## src/rtl/core/assert_macros.svh

```systemverilog
// Assertion macros shared by the RTL of the complex matrix-vector block.
// Needs nothing else; included by modules that carry assertions.
`ifndef ASSERT_MACROS_SVH
`define ASSERT_MACROS_SVH

// Implication checked at every rising edge, ignored while reset is high.
`define CHECK_IMPL(label, clk, rst, prop, msg) \
  label: assert property (@(posedge clk) disable iff (rst) (prop)) else $error(msg);

// Condition that must never hold outside reset.
`define CHECK_NEVER(label, clk, rst, cond, msg) \
  label: assert property (@(posedge clk) disable iff (rst) !(cond)) else $error(msg);

`endif

```

## src/rtl/core/cmva_pkg.sv

```systemverilog
// Types, codes and helpers for the complex matrix-vector block.
// No dependencies; imported by every module of the block.
package cmva_pkg;

  // Function codes of an input beat
  localparam logic [1:0] FUNC_MAT    = 2'd0;
  localparam logic [1:0] FUNC_VEC    = 2'd1;
  localparam logic [1:0] FUNC_APPLY  = 2'd2;
  localparam logic [1:0] FUNC_UNUSED = 2'd3;

  localparam int ROUND_BIAS = 8192;
  localparam int FRAC_BITS  = 14;

  typedef struct packed {
    logic [1:0]         func;
    logic [3:0]         row;
    logic [3:0]         col;
    logic signed [15:0] value_re;
    logic signed [15:0] value_im;
  } item_t;

  typedef struct packed {
    logic [3:0]         index;
    logic signed [15:0] amp_re;
    logic signed [15:0] amp_im;
    logic               last;
  } result_t;

  typedef enum logic [1:0] {OP_MAT, OP_VEC, OP_APPLY} op_t;

  typedef struct packed {
    op_t                op;
    logic [3:0]         row;
    logic [3:0]         col;
    logic signed [15:0] re;
    logic signed [15:0] im;
  } cmd_t;

  typedef enum logic [1:0] {ST_IDLE, ST_RUN, ST_DRAIN} back_state_t;

  // Saturate a signed value to eff bits, returned sign-extended to 16
  function automatic logic signed [15:0] sat_amp(input logic signed [47:0] v,
                                                 input int eff);
    logic signed [47:0] hi;
    logic signed [47:0] lo;
    hi = (48'sd1 <<< (eff - 1)) - 48'sd1;
    lo = -hi - 48'sd1;
    if (v > hi) return hi[15:0];
    if (v < lo) return lo[15:0];
    return v[15:0];
  endfunction

endpackage

```

## src/rtl/core/cmva_queue.sv

```systemverilog
// Two-entry command queue between front and back end.
// Depends on cmva_pkg.
module cmva_queue import cmva_pkg::*; (
  input  logic clk,
  input  logic rst,
  input  logic push,
  input  cmd_t din,
  input  logic pop,
  output cmd_t dout,
  output logic empty,
  output logic full
);

  cmd_t       slots [2];
  logic       wr_ptr;
  logic       rd_ptr;
  logic [1:0] count;

  assign empty = (count == 2'd0);
  assign full  = (count == 2'd2);
  assign dout  = slots[rd_ptr];

  // Pointers and fill count
  always_ff @(posedge clk) begin
    if (rst) begin
      wr_ptr <= 1'b0;
      rd_ptr <= 1'b0;
      count  <= 2'd0;
    end else begin
      if (push) wr_ptr <= ~wr_ptr;
      if (pop)  rd_ptr <= ~rd_ptr;
      if (push && !pop) count <= count + 2'd1;
      else if (pop && !push) count <= count - 2'd1;
    end
  end

  // Storage
  always_ff @(posedge clk) begin
    if (push) slots[wr_ptr] <= din;
  end

endmodule

```

## config.mk

```make
export PLATFORM = sky130hd
export DESIGN_NAME = cmva_queue
export DESIGN_NICKNAME = d
export VERILOG_FILES = /design/src/rtl/core/assert_macros.svh /design/src/rtl/core/cmva_pkg.sv /design/src/rtl/core/cmva_queue.sv
export SDC_FILE = /design/constraint.sdc
export NUM_CORES = 1
export LEC_CHECK = 0
export BUFFER_PORTS_ARGS = -buffer_cell sky130_fd_sc_hd__buf_2
export CORE_MARGIN = 1
export CORE_UTILIZATION = 55
export DETAILED_ROUTE_END_ITERATION = 10
export PLACE_DENSITY = 0.81
export SLEW_MARGIN = 30
export SYNTH_ARGS = -nofsm -noshare
export SYNTH_HDL_FRONTEND = slang
export SYNTH_SLANG_ARGS = --single-unit
```

## constraint.sdc

```tcl
create_clock -name clk -period 7.9 [get_ports clk]
set_input_delay 1.58 -clock clk [delete_from_list [all_inputs] [get_ports clk]]
set_output_delay 1.58 -clock clk [all_outputs]
set_load 0.005 [all_outputs]
```

[After elaboration in Yosys (flattened, before gate mapping)]
Memory sizes are Yosys's and may differ from the RTL's. A register that Yosys moved wholly into a read port is not among the register bits.
Cells that the tools add are included.
Word-level totals
  register bits after elaboration: 4
  RAM bits: 84
  output and inout bits: 44
  memories: 1
Memory list
  slots: words 2, width 42, read ports 1, clocked after Yosys merged registers in 1, write ports 1, RTL line cmva_queue.sv:14  | cmd_t slots [2];
Operators by class
  add/subtract/negate cells: 2
  equality and inequality tests: 1
  mux-type cells: 6
  bitwise operators: 2
  reductions and logical operators: 6
Operators by type and width (number)
  $mux 1: 4
  $mux 2: 2
  $add 2x1->2 const B: 1
  $eq 2x2->1 const B: 1
  $logic_and 1x1->1: 2
  $logic_not 1->1: 2
  $logic_not 2->1: 1
  $not 1->1: 2
  $reduce_bool 2->1: 1
  $sub 2x1->2 const B: 1

[Depth between registers and ports, before layout]
  word-level depth: 4
  gate-level depth with buffers: 5
  mapped depth without buffers: 5

[Worst setup path after synthesis]
No wires, ideal clock.
  path type: input to register
  start: input push
  end: memory slots[0][0] in the netlist's numbering (enable)
  arrival time: 3.455 ns
  required time: 7.454 ns
  setup slack: 3.999 ns
  cell stages on the path: 1
  cells stage by stage: nor2b_1
On the way
  word-level cells in the longest chain between the ends: 2
RTL lines
  from (decl): RTL line cmva_queue.sv:6  | input logic push,
  $mux 1: RTL line cmva_queue.sv:39  | if (push) slots[wr_ptr] <= din;
  $mux 1 (implied by the code): RTL line cmva_queue.sv:39
  to (decl): RTL line cmva_queue.sv:14
No other way between the ends.

==> results.sh <==
export IMPL_status="complete, no violations"
export IMPL_clockBufferDepth=2
export IMPL_setup_tns_final_ns=0
export IMPL_max_slew_worst_pin_slew_ns=0.6316
export IMPL_synthTopCellsByArea="edfxtp_1, mux2_2, dfxtp_1"
export IMPL_cts_root_buf="clkbuf_8"
export IMPL_tritoncts="yes"
export IMPL_cts_resized=0
export IMPL_power_density_mw_per_mm2=241.7
export IMPL_required_ns=6.32
export IMPL_antenna_cells=0
export IMPL_period_minus_slack_ns=3.166
export IMPL_post_cts_buffers=0
export IMPL_clock_sinks=89
export IMPL_via_count=1658
export IMPL_ys_warnings_count=0
export IMPL_fin_skew_ns=0.004953
export IMPL_drtPass1Iterations=4
export IMPL_dieWidth_um=78.64
export IMPL_peakVddDrop_uv=151.6
export IMPL_synth_fp_nets=200
export IMPL_max_freq_mhz=315.8
export IMPL_clk_latency_ns=0.34
export IMPL_end_kind="output port"
export IMPL_port_buffer_count=89
export IMPL_die_h_um=78.64
export IMPL_clk_pin_slew_ns=0.08
export IMPL_core_area_mm2=0.005574
export IMPL_critical_path_class="flop to output port"
export IMPL_critical_path_startpoint_type="flop"
export IMPL_setup_viol=0
export IMPL_routedWlPerCell_um=15.43
export IMPL_globalplace_congestion=0.6941
export IMPL_die_area_mm2=0.006184
export IMPL_h_tree_depth=3
export IMPL_finalNetCount=296
export IMPL_maxCapViolations=0
export IMPL_pin_count=90
export IMPL_crit_slowest_cell="dfxtp_4"
export IMPL_synth_largest_area_cell="edfxtp_1"
export IMPL_path_cells="mux2_2, buf_2"
export IMPL_syn_area_per_cell_um2=21.12
export IMPL_drtAntennaViolNets=0
export IMPL_max_slew_margin_pct=57.80
export IMPL_rr_worst_depth=2
export IMPL_whs_path_depth=2
export IMPL_cp_max_fo=42
export IMPL_yosys_register_bits=89
export IMPL_critPathMaxStageDelay_ns=0.70
export IMPL_yosysSeqAreaShare_pct=81.18
export IMPL_holdWs_ns=0.5332
export IMPL_syn_to_final_growth_pct=22.42
export IMPL_grt_first_pass_wirelength_um=7838
export IMPL_grt_pass1_vias=1728
export IMPL_numCtsBuffers=9
export IMPL_hold_buffers=0
export IMPL_gr_total_overflow=0
export IMPL_rows=27
export IMPL_grt_max_degree=43
export IMPL_hold_violations=0
export IMPL_grt_use_total_pct=17.71
export IMPL_fin_crit_sh_pct=40.08
export IMPL_slew_violations=0
export IMPL_worstPathArrival_ns=1.59
export IMPL_antenna_found_initial=0
export IMPL_synthDistinctLibCells=16
export IMPL_synth_area_mm2=0.003231
export IMPL_p_leak_nw=1.494
export IMPL_start_util_pct=57.96
export IMPL_final_layout_size_suffix_gt1_share_pct=59.84
export IMPL_fill_cells=382
export IMPL_rsz0062_at_grt="no"
export IMPL_first_iter_violations=49
export IMPL_synth_top_area_share_pct=78.08
export IMPL_routed_wl_um=5030
export IMPL_synth_cells=153
export IMPL_vias_per_cell=5.086
export IMPL_drc=0
export IMPL_min_path_type="flop to flop"
export IMPL_dp_hpwl_um=3288
[area by class of cell]
class	instances	area, um^2	area share, %
flip-flops and latches	89	2626	66.40
multi-input cells	58	586.8	14.84
repair buffers	90	452.9	11.45
clock buffers	9	123.9	3.132
well taps	72	90.09	2.278
clock inverters	7	71.32	1.803
inverters	1	3.754	0.09491
[per-stage QoR]
step	instance area [um^2]	power (mW)	instances	worst slack [ns]	util, %
6_report	3955	0.9558	326	4.734	70.95
5_1_grt	3955	0.9912	326	4.634	70.95
4_1_cts	3953	0.9649	326	4.381	70.91
3_5_place_dp	3757	0.6710	310	4.753	67.41
3_3_place_gp	3756	0.6667	310	4.746	67.38
2_1_floorplan	3231	0.6222	153	3.999	-
[per-layer routing]
layer / track usage, % / share of wire [%] / vias to the layer above
met5: 0 / 0 / -
met4: 8.333 / 1.6 / 0
met3: 5.465 / 5.5 / 8
met2: 30.96 / 53 / 45
met1: 19.59 / 40 / 822
li1: - / - / 783
[report_power, final]
group | total, mW | leakage [nW] | internal [mW] | switching (mW)
Clock | 0.298 | 0.0912 | 0.145 | 0.153
Combinational | 0.0932 | 0.572 | 0.0527 | 0.0405
Sequential | 0.564 | 0.831 | 0.549 | 0.0158
Total | 0.956 | 1.49 | 0.747 | 0.209
[cells in the final DEF, fill, tap and decap left out]
cell / netlist / layout
buf_2: 4 / 89
edfxtp_1: 84 / 84
mux2_2: 42 / 42
clkbuf_8: 0 / 9
nor2_1: 5 / 5
dfxtp_1: 5 / 4
clkinvlp_4: 0 / 3
xnor2_1: 2 / 2
xor2_1: 2 / 2
clkinv_2: 0 / 2
inv_1: 1 / 1
and2b_2: 1 / 1
and2_4: 0 / 1
nor2b_4: 0 / 1
o21ai_0: 1 / 1
or3_1: 1 / 1
a21oi_1: 1 / 1
ha_1: 1 / 1
dfxtp_4: 0 / 1
bufinv_16: 0 / 1
clkinv_4: 0 / 1
buf_4: 1 / 1
[registers in the layout, indices dropped and copies added (netlist names), named ones only]
name,count
slots,84
count,2
rd_ptr,1
wr_ptr,1
[cells in the mapped netlist, drive strengths merged]
cell     n
edfxtp  84
mux2    42
buf      5
dfxtp    5
nor2     5
xnor2    2
xor2     2
a21oi    1
and2     1
and2b    1
ha       1
inv      1
nor2b    1
o21ai    1
or3      1
[critical path: cells and delay by family (launching register included)]
kind | cells | cell delay (ns)
multiplexers | 1 | 0.41
flip-flops | 1 | 0.70
buffers and inverters | 1 | 0.13
[kinds of logic (layout without fill, tap and decap cells)]
| family | after synthesis | count (layout) | share of synthesized area [%] |
|---|---|---|---|
| flops | 89 | 89 | 81.18 |
| mux | 42 | 42 | 14.64 |
| simple gates | 9 | 9 | 1.433 |
| buf+inv | 6 | 107 | 0.9682 |
| xor+xnor | 4 | 4 | 1.085 |
| compound gates | 2 | 2 | 0.3095 |
| fa+ha+maj | 1 | 1 | 0.3872 |
[worst paths after layout]
kind	startpoint	end	slack, ns
setup reg to reg	wr_ptr	slots[0][34]	6.26
hold reg to reg	count[1]	count[1]	0.53
hold / removal	count[1]	count[1]	0.53
setup / recovery	flop	dout[32]	4.73
(Power assumes the default switching activity.)
