**src/rtl/core/assert_macros.svh**
```systemverilog
// Assertion macros shared by the RTL of the complex matrix-vector block.
// Needs nothing else; included by modules that carry assertions.
`ifndef ASSERT_MACROS_SVH
`define ASSERT_MACROS_SVH

// Implication checked at every rising edge, ignored while reset is high.
`define CHECK_IMPL(label, clk, rst, prop, msg) \
  label: assert property (@(posedge clk) disable iff (rst) (prop)) else $error(msg);

// Condition that must never hold outside reset.
`define CHECK_NEVER(label, clk, rst, cond, msg) \
  label: assert property (@(posedge clk) disable iff (rst) !(cond)) else $error(msg);

`endif

```
**src/rtl/core/cmva_pkg.sv**
```systemverilog
// Types, codes and helpers for the complex matrix-vector block.
// No dependencies; imported by every module of the block.
package cmva_pkg;

  // Function codes of an input beat
  localparam logic [1:0] FUNC_MAT    = 2'd0;
  localparam logic [1:0] FUNC_VEC    = 2'd1;
  localparam logic [1:0] FUNC_APPLY  = 2'd2;
  localparam logic [1:0] FUNC_UNUSED = 2'd3;

  localparam int ROUND_BIAS = 8192;
  localparam int FRAC_BITS  = 14;

  typedef struct packed {
    logic [1:0]         func;
    logic [3:0]         row;
    logic [3:0]         col;
    logic signed [15:0] value_re;
    logic signed [15:0] value_im;
  } item_t;

  typedef struct packed {
    logic [3:0]         index;
    logic signed [15:0] amp_re;
    logic signed [15:0] amp_im;
    logic               last;
  } result_t;

  typedef enum logic [1:0] {OP_MAT, OP_VEC, OP_APPLY} op_t;

  typedef struct packed {
    op_t                op;
    logic [3:0]         row;
    logic [3:0]         col;
    logic signed [15:0] re;
    logic signed [15:0] im;
  } cmd_t;

  typedef enum logic [1:0] {ST_IDLE, ST_RUN, ST_DRAIN} back_state_t;

  // Saturate a signed value to eff bits, returned sign-extended to 16
  function automatic logic signed [15:0] sat_amp(input logic signed [47:0] v,
                                                 input int eff);
    logic signed [47:0] hi;
    logic signed [47:0] lo;
    hi = (48'sd1 <<< (eff - 1)) - 48'sd1;
    lo = -hi - 48'sd1;
    if (v > hi) return hi[15:0];
    if (v < lo) return lo[15:0];
    return v[15:0];
  endfunction

endpackage

```
**src/rtl/core/cmva_front.sv**
```systemverilog
// Front end: takes input beats, drops unused codes, saturates written values.
// Depends on cmva_pkg.
module cmva_front import cmva_pkg::*; #(
  parameter int AMP_WIDTH = 16
) (
  input  logic  start,
  input  item_t item,
  input  logic  full,
  output logic  push,
  output cmd_t  cmd
);

  localparam int EFF = (AMP_WIDTH < 16) ? AMP_WIDTH : 16;

  logic known;

  // Classify the function code
  always_comb begin
    known = 1'b1;
    cmd.op = OP_MAT;
    case (item.func)
      FUNC_MAT:   cmd.op = OP_MAT;
      FUNC_VEC:   cmd.op = OP_VEC;
      FUNC_APPLY: cmd.op = OP_APPLY;
      default:    known = 1'b0;
    endcase
    cmd.row = item.row;
    cmd.col = item.col;
    cmd.re  = sat_amp(48'(item.value_re), EFF);
    cmd.im  = sat_amp(48'(item.value_im), EFF);
  end

  assign push = start && !full && known;

endmodule

```
**config.mk**
```make
export PLATFORM = sky130hd
export DESIGN_NAME = cmva_front
export DESIGN_NICKNAME = d
export VERILOG_FILES = /design/src/rtl/core/assert_macros.svh /design/src/rtl/core/cmva_pkg.sv /design/src/rtl/core/cmva_front.sv
export SDC_FILE = /design/constraint.sdc
export NUM_CORES = 1
export LEC_CHECK = 0
export ABC_AREA = 1
export BUFFER_PORTS_ARGS = -buffer_cell sky130_fd_sc_hd__buf_2
export CAP_MARGIN = 30
export CORE_AREA = 2 2 40 42
export DETAILED_ROUTE_END_ITERATION = 7
export DIE_AREA = 0 0 42 44
export PLACE_DENSITY = 0.81
export SETUP_SLACK_MARGIN = 0.1
export SYNTH_ARGS = -nofsm -noshare
export SYNTH_HDL_FRONTEND = slang
export SYNTH_SLANG_ARGS = --single-unit
```
**constraint.sdc**
```tcl
create_clock -name vclk -period 0.8
set_clock_uncertainty 0.15 [all_clocks]
set_input_delay 0.08 -clock vclk [all_inputs]
set_output_delay 0.08 -clock vclk [all_outputs]
set_load 0.1 [all_outputs]
```
== Yosys cells after proc, flatten, opt, wreduce, memory -nomap -nowiden ==
Cells that the tools add are included.

* Reductions and logical operators: 5
* $lt $le $gt $ge: 4
* Equality and inequality tests: 2
* Multiplexer cells: 16

{| class="wikitable"
|+ Operator list
! operator !! count
|-
| two-way mux 16 bit || 8
|-
| greater-than comparator 16 bit (second input constant) || 2
|-
| less-than comparator 16 bit (second input constant) || 2
|-
| two-way mux 1 bit || 7
|-
| one-hot mux 2 bit (2 select lines) || 1
|-
| OR reduction 3 bit || 1
|-
| equality test 2 x 1 -> 1 bit (second input constant) || 1
|-
| equality test 2 bit (second input constant) || 1
|-
| logical AND 1 bit || 2
|-
| logical NOT 2 bit || 1
|-
| logical NOT 1 bit || 1
|}

* Word-level logic and storage cells: 27
* Output and inout port bits: 43
* Register bits after elaboration: 0
* Input port bits: 44

== Logic depth before layout (Yosys ltp) ==
Gate-level depths: netlist of run 1.

* Depth in word-level cells: 5
* Gate-level depth with buffers: 3
* Gate-level depth less buffers: 3

== Worst setup path before layout of run 1 ==
No wires, ideal clock.

* Path type: input-to-output
* Start point: in item[40] (netlist name)
* End point: out cmd[40] (netlist name)
* Setup slack: -0.788 ns
* Arrival: 1.358 ns
* Path buffers: 0
* Required time: 0.570 ns
* Cell stages on the path: 2
* Cell sequence: inv_1 > nor2_1

{| class="wikitable"
|+ RTL lines
! what !! line !! RTL
|-
| from (decl) || cmva_front.sv:7 || <nowiki>input item_t item,</nowiki>
|-
| to (decl) || cmva_front.sv:10 || <nowiki>output cmd_t cmd</nowiki>
|}

== Worst setup path after layout of run 1 ==
* Start point: in full
* End point: out push

* Longest elaborated chain between the ends: 3

{| class="wikitable"
|+ RTL lines
! what !! line !! RTL
|-
| from (decl) || cmva_front.sv:8 || <nowiki>input logic full,</nowiki>
|-
| logical NOT 1 bit || cmva_front.sv:33 || <nowiki>assign push = start && !full && known;</nowiki>
|-
| logical AND 1 bit (2 in a row) || cmva_front.sv:33 ||
|-
| to (decl) || cmva_front.sv:9 || <nowiki>output logic push,</nowiki>
|}

No other way between the ends.

==> reports/metrics.csv, run 1 <==
metric;value;unit
final instance area;218;µm²
Flop pwr share;0;
area of the multi-input gates;51.3;µm²
share of layout cells above drive strength 1;1.00;
final setup violation count;0;
Hold Path Cell Cnt;0;
syn_nets;93;
routed wire length per instance;12.2;µm
post-CTS setup buffers;0;
I/O Buffers;7;
sequential area share after synthesis;0;
Leak;0.0000945;µW
filler instances;154;
Synth Instances;49;
Cell variety after synth;6;
VDD IR max;0.240;mV
post-route DRC violation count;0;
first-pass GRT wire length;517;µm
Least-Margin Pin Slew;0.0934;ns
nets@finish;62;
grt total ovfl;0;
die area;1850;µm²
n_diodes;0;
FF+latch count;0;
Setup CP Type;in -> out;
Die H;44;µm
sequential cell area;0;µm²
shortest period the worst path allows;0.787;ns
pin count of the biggest net entering global routing;4;
achievable clock frequency;1270;MHz
vias in the first global route;136;
TritonRoute pass-1 iters;1;
Boundary Pins;87;
worst path required time;0.57;ns
Antenna Violating Nets Remaining;0;
RSZ-0062 raised after global routing;yes;
crit path DAT;0.56;ns
P per Cell Area;765;nW/µm²
Yosys Warn Count;0;
Slew Limit Fails;0;
post-synthesis average cell area;4.42;µm²
Mapped Area;216;µm²
vias per cell;4.00;
setup_tns;0;ns
total core area;1420;µm²
clock network fraction of total power;0;
via count;128;
placed cell areas;179;µm²
crit path max fanout;1;
Switch Pwr;95.5;µW
combinational power share;1.000;
final-report hold violation count;0;
initial drt markers;0;
hpwl dp;320;µm
worst rel slew slack;0.938;
row cnt;14;
antenna violations before repair;0;
initial core utilization;0.153;
gr usage total;0.0346;
Routed WL;391;µm
Period Utilization, post-route;0.983;
outcome;finished clean;
Util after Layout;0.153;
Sw Share;0.573;
Die Wd;42;µm
startpoint types;primary input;
Max-Cap Viols;0;
CTS Hold Buffers Added;0;
hold_ws;0.0100;ns
Crit. End Element;output pin;
GP Congestion;0.585;
clock buf count;0;
Worst Hold Class;in -> out;
Area Overhead vs Synth;0.578;%
Internal Pwr Total;71.1;µW
-- synthesized netlist by cell type --
cell type  number  area, µm²
clkbuf_1       32        120
buf_4           8       60.1
inv_1           4       15.0
nand2_1         2       7.51
nor2_1          2       7.51
nor2_2          1       6.26
-- logic make-up after synthesis --
group	Yosys count	synth area share
buf+inv	44	0.902
simple gates	5	0.0983
-- what timing repair did --
item | CTS | global route
gates cloned | 0 | 0
resized for setup | 10 | 1
setup endpoints to repair | 3 | 3
pin swaps | 4 | 1
-- stage by stage --
step / setup slack, ns / power, µW / std cells
after floorplan: -0.0686 / 1020 / 49
after global placement: -0.0897 / 144 / 32
after detailed placement: -0.102 / 146 / 32
after CTS: 0.0113 / 165 / 32
after global routing: -0.00549 / 171 / 32
final: 0.0135 / 167 / 32
-- worst paths after layout --
kind                    start  endpoint
worst max-delay path     full      push
worst min-delay path  item[3]    cmd[3]
-- routing by layer --
layer,track usage,up-vias,wire length (µm)
met5,0,-,0
met4,0.116,0,89
met3,0.0333,18,99
met2,0.0281,23,143
met1,0.0123,49,58
li1,-,38,-
-- power groups by stage --
stage | combinational [µW] | sequential (µW) | clock, µW
finish | 167 | 0 | 0
floorplan | 1020 | 0 | 0
CTS | 165 | 0 | 0
global placement | 144 | 0 | 0
global route | 171 | 0 | 0
detailed placement | 146 | 0 | 0
-- final cells by class --
type	count	area share
multi-input combinational	5	0.236
inverter	4	0.138
timing repair buffer	7	0.534
tap	16	0.0920
-- critical path: stages --
cell     delay [ns]
buf_6          0.09
inv_2          0.04
nand2_2        0.05
nor2_4         0.12
buf_12         0.18
-- layout by cell type (no fill, tap or decap) --
| cell type | count |
|---|---|
| buf_6 | 1 |
| buf_12 | 5 |
| buf_2 | 1 |
| inv_12 | 1 |
| nor2_4 | 3 |
| nand2_2 | 1 |
| nand2_4 | 1 |
| inv_4 | 1 |
| inv_2 | 2 |
No activity file was read; power rests on OpenSTA's default activity.
==> run 2, diff against run 1 <==
CORE_AREA = 5 5 43 45   (was 2 2 40 42)
DIE_AREA = 0 0 48 50   (was 0 0 42 44)
RECOVER_POWER = 25   (was default)
==> run 2 against run 1 <==
Wire length is 31% higher. Via count is 9.4% higher. Final area stayed put. Non-clock buffer count stayed put. Sequential share of layout area stayed put. First-iteration DRC count stayed put. Highest routed layer unchanged. Global-route usage is 0.79 points higher. Utilization is 0.19 points lower. Critical path depth stayed put. Worst setup slack worse by 0.0032 ns. Largest power group unchanged.
==> reports/metrics.csv, run 2 (synthesized netlist as in run 1, its figures left out) <==
metric;value;unit;change
final setup violation count;0;;unchanged
antenna violations before repair;0;;unchanged
gr busiest metal;met4;;
Worst Hold Class;in -> out;;
die area;2400;µm²;+30%
Die Wd;48;µm;+14%
sequential cell area;0;µm²;unchanged
Flop pwr share;0;;unchanged
gr usage total;0.0426;;+0.00792
row cnt;14;;unchanged
post-route DRC violation count;0;;unchanged
most common cell after layout, fill and taps aside;buf_12;;
achievable clock frequency;1270;MHz;-0.41%
Place WS;-0.100;ns;+0.00139 ns
final-report hold violation count;0;;unchanged
Die H;50;µm;+14%
clock buf count;0;;unchanged
worst path required time;0.57;ns;about the same
I/O Buffers;7;;unchanged
crit path max fanout;1;;unchanged
Hold Startpoint;item[15];;
initial drt markers;0;;unchanged
Least-Margin Pin Slew;0.0969;ns;+0.00350 ns
outcome;finished clean;;
GR Util met1;0.0149;;+0.00255
Sw Share;0.576;;+0.00284
VDD IR max;0.293;mV;+22%
worst rel slew slack;0.935;;-0.00234
via count;140;;+9.4%
TritonRoute pass-1 iters;1;;unchanged
Leak;0.0000945;µW;unchanged
Setup CP Type;in -> out;;
most frequent cells in the layout;5 x buf_12, 3 x nor2_4, 2 x inv_2;;
total core area;1440;µm²;+1.2%
crit path DAT;0.56;ns;about the same
Hold Path Cell Cnt;0;;unchanged
first-pass GRT wire length;752;µm;+45%
Internal Pwr Total;71.1;µW;about the same
RSZ-0062 raised after global routing;yes;;
Antenna Violating Nets Remaining;0;;unchanged
Slew Limit Fails;0;;unchanged
initial core utilization;0.151;;-0.00186
Worst Hold End;cmd[15];;
n_diodes;0;;unchanged
hold_ws;0.0100;ns;+0.00000600 ns
vias per cell;4.38;;+9.4%
setup ws final;0.0102;ns;-0.00323 ns
met2 Usage GRT;0.0463;;+0.0181
CTS Hold Buffers Added;0;;unchanged
share of layout cells above drive strength 1;1.00;;unchanged
pin count of the biggest net entering global routing;4;;unchanged
Crit. End Element;output pin;;
Period Utilization, post-route;0.987;;+0.00404
GP Congestion;0.569;;-2.8%
Routed WL;512;µm;+31%
combinational power share;1.000;;about the same
Switch Pwr;96.6;µW;+1.2%
startpoint types;primary input;;
Boundary Pins;87;;unchanged
FF+latch count;0;;unchanged
hpwl dp;417;µm;+30%
routed wire length per instance;16.0;µm;+31%
clock network fraction of total power;0;;unchanged
grt total ovfl;0;;unchanged
M3 GR Usage;0.0509;;+0.0176
Area Overhead vs Synth;0.578;%;unchanged
nets@finish;62;;unchanged
post-CTS setup buffers;0;;unchanged
shortest period the worst path allows;0.790;ns;+0.00323 ns
Max-Cap Viols;0;;unchanged
P per Cell Area;771;nW/µm²;+0.71%
vias in the first global route;163;;+20%
run 2: how the worst max path moves through the flow:
stage / from / end / depth (start not counted) / slack [ns]
2_1_floorplan: item[40] / push / 3 / -0.07
3_3_place_gp: item[41] / push / 5 / -0.09
3_5_place_dp: item[41] / push / 5 / -0.10
4_1_cts: full / push / 5 / 0.004
5_1_grt: item[41] / push / 5 / -0.02
6_report: full / push / 5 / 0.01
run 2: what timing repair did:
| item | in CTS | in global routing |
|---|---|---|
| endpoints found under the setup margin | 3 | 3 |
| pin swaps | 4 | 1 |
| resized for setup | 11 | 0 |
run 2: cell type report:
cell class,instances,area [µm²]
timing repair buffer,7,116
inverter,4,30.0
fill,169,1220
multi-input combinational,5,51.3
tap,16,20.0
run 2: critical path, cell delays in order:
cell,delay (ns)
buf_6,0.09
inv_2,0.04
nand2_2,0.05
nor2_4,0.12
buf_12,0.18
run 2: stage by stage:
stage	power, µW	instance area [µm²]	util	cells	TNS [ns]
6_report	168	218	0.152	32	0
5_1_grt	174	218	0.152	32	-0.0173
4_1_cts	170	218	0.152	32	0
3_5_place_dp	147	179	0.125	32	-0.211
3_3_place_gp	144	179	0.125	32	-0.163
2_1_floorplan	1020	379	-	49	-0.0887
run 2: per-layer routing:
layer / up-vias / share of wire
li1: 37 / -
met1: 51 / 0.12
met2: 28 / 0.33
met5: - / 0
met4: 0 / 0.26
met3: 24 / 0.29
run 2: power groups by stage:
stage          Combinational (µW)  Clock (µW)  Sequential, µW
2_1_floorplan                1020           0               0
3_3_place_gp                  144           0               0
3_5_place_dp                  147           0               0
4_1_cts                       170           0               0
5_1_grt                       174           0               0
6_report                      168           0               0
==> run 3, diff against run 2 <==
PLACE_DENSITY = default   (was 0.81)
PLACE_DENSITY_LB_ADDON = 0.1   (was default)
REMOVE_ABC_BUFFERS = 1   (was default)
==> run 3 against run 2 <==
Combinational power decreased by 9%. Worst hold slack better by 0.00094 ns. Non-clock buffer count unchanged. Final area is 11% lower. Largest power group unchanged. Flip-flop and latch count did not move. Worst setup slack hardly changed. Total power down 8.7%. Cell count did not move. Sequential share of layout area unchanged. Via count shrank 12%. Wire length increased to 4.1 times the previous value.
==> reports/metrics.csv, run 3 (synthesized netlist as in run 1, its figures left out) <==
metric;value;unit;change
outcome;finished clean;;
Slew Limit Fails;0;;unchanged
vias in the first global route;140;;-14%
Least-Margin Pin Slew;0.0982;ns;+0.00131 ns
Hold Path Cell Cnt;0;;unchanged
initial drt markers;0;;unchanged
crit path DAT;0.56;ns;about the same
shortest period the worst path allows;0.790;ns;+0.000122 ns
CP Buf/Inv Count;3;;unchanged
startpoint types;primary input;;
Area Overhead vs Synth;-11.0;%;
Die Wd;48;µm;unchanged
Max-Cap Viols;0;;unchanged
routed wire length per instance;64.9;µm;+310%
n_diodes;0;;unchanged
slowest CP cell;buf_12;;
first-pass GRT wire length;2.18;mm;+190%
fin cells;32;;unchanged
Worst Hold Class;in -> out;;
filler instances;177;;+4.7%
achievable clock frequency;1270;MHz;about the same
RSZ-0062 raised after global routing;yes;;
vias per cell;3.84;;-12%
share of layout cells above drive strength 1;1.00;;unchanged
gr usage total;0.156;;+0.114
nets@finish;62;;unchanged
most frequent cells in the layout;3 x nor2_4, 3 x buf_12;;
P per Cell Area;795;nW/µm²;+3.1%
worst rel slew slack;0.934;;about the same
Period Utilization, post-route;0.987;;about the same
placed cells;32;;unchanged
crit path max fanout;1;;unchanged
Die H;50;µm;unchanged
critical path's largest stage delay;0.18;ns;about the same
Antenna Violating Nets Remaining;0;;unchanged
CP Cell Sequence;buf_6 > inv_2 > nand2_2 > nor2_4 > buf_12;;
antenna violations before repair;0;;unchanged
final setup violation count;0;;unchanged
row cnt;14;;unchanged
TritonRoute pass-1 iters;1;;unchanged
CTS Hold Buffers Added;0;;unchanged
initial core utilization;0.151;;unchanged
Setup CP Type;in -> out;;
final-report hold violation count;0;;unchanged
Routed WL;2.08;mm;+310%
hold_ws;0.0110;ns;+0.000944 ns
I/O Buffers;7;;unchanged
pin count of the biggest net entering global routing;4;;unchanged
FF+latch count;0;;unchanged
clock buf count;0;;unchanged
worst path required time;0.57;ns;about the same
post-route DRC violation count;0;;unchanged
area of the multi-input gates;46.3;µm²;-9.8%
Crit. End Element;output pin;;
VDD IR max;0.257;mV;-12%
via count;123;;-12%
WP depth;5;;unchanged
Leak;0.0000830;µW;-12%
GP Congestion;0.666;;+17%
die area;2400;µm²;unchanged
Boundary Pins;87;;unchanged
sequential cell area;0;µm²;unchanged
post-CTS setup buffers;0;;unchanged
total core area;1440;µm²;unchanged
grt total ovfl;0;;unchanged
Top Family by Delay on Critical Path;buffers and inverters;;
## run 3: cell counts in the layout (fill, tap and decap cells not counted)
No cell type changed its count.
## run 3: stage by stage
stage | power, µW | setup TNS, ns | setup slack [ns] | util | instance area (µm²)
after floorplan | 69.7 | -1.97 | -0.788 | - | 36.3
after global placement | 120 | -0.116 | -0.0507 | 0.0949 | 136
after detailed placement | 120 | -0.0856 | -0.0406 | 0.0949 | 136
after CTS | 135 | -0.000261 | -0.000261 | 0.114 | 164
after global routing | 160 | -0.0166 | -0.0166 | 0.134 | 193
final | 153 | 0 | 0.0101 | 0.134 | 193
## run 3: area by class of cell
class,instances,share of cell area
well taps,16,0.104
multi-input cells,5,0.240
inverters,4,0.104
repair buffers,7,0.552
## run 3: where the power goes
part	internal (µW)	total [µW]	leakage (µW)	switching, µW
sequential	0	0	0	0
clock	0	0	0	0
combinational	62.1	153	0.0000830	91.0
total	62.1	153	0.0000830	91.0
## run 3: path summary, 6_finish.rpt
path                  from  slack, ns       to
hold / removal    item[17]       0.01  cmd[17]
setup / recovery      full       0.01     push
## run 3: what timing repair did
item,4_1_cts,5_1_grt
gates resized for setup,8,10
pin swaps,2,4
setup endpoints to repair,3,3
cloned,0,0
## run 3: layer usage
| layer | up-vias | share of wire | track usage |
|---|---|---|---|
| li1 | 37 | - | - |
| met1 | 35 | 0.10 | 0.0638 |
| met2 | 51 | 0.42 | 0.233 |
| met3 | 0 | 0.48 | 0.335 |
| met4 | 0 | 0 | 0 |
| met5 | - | 0 | 0 |
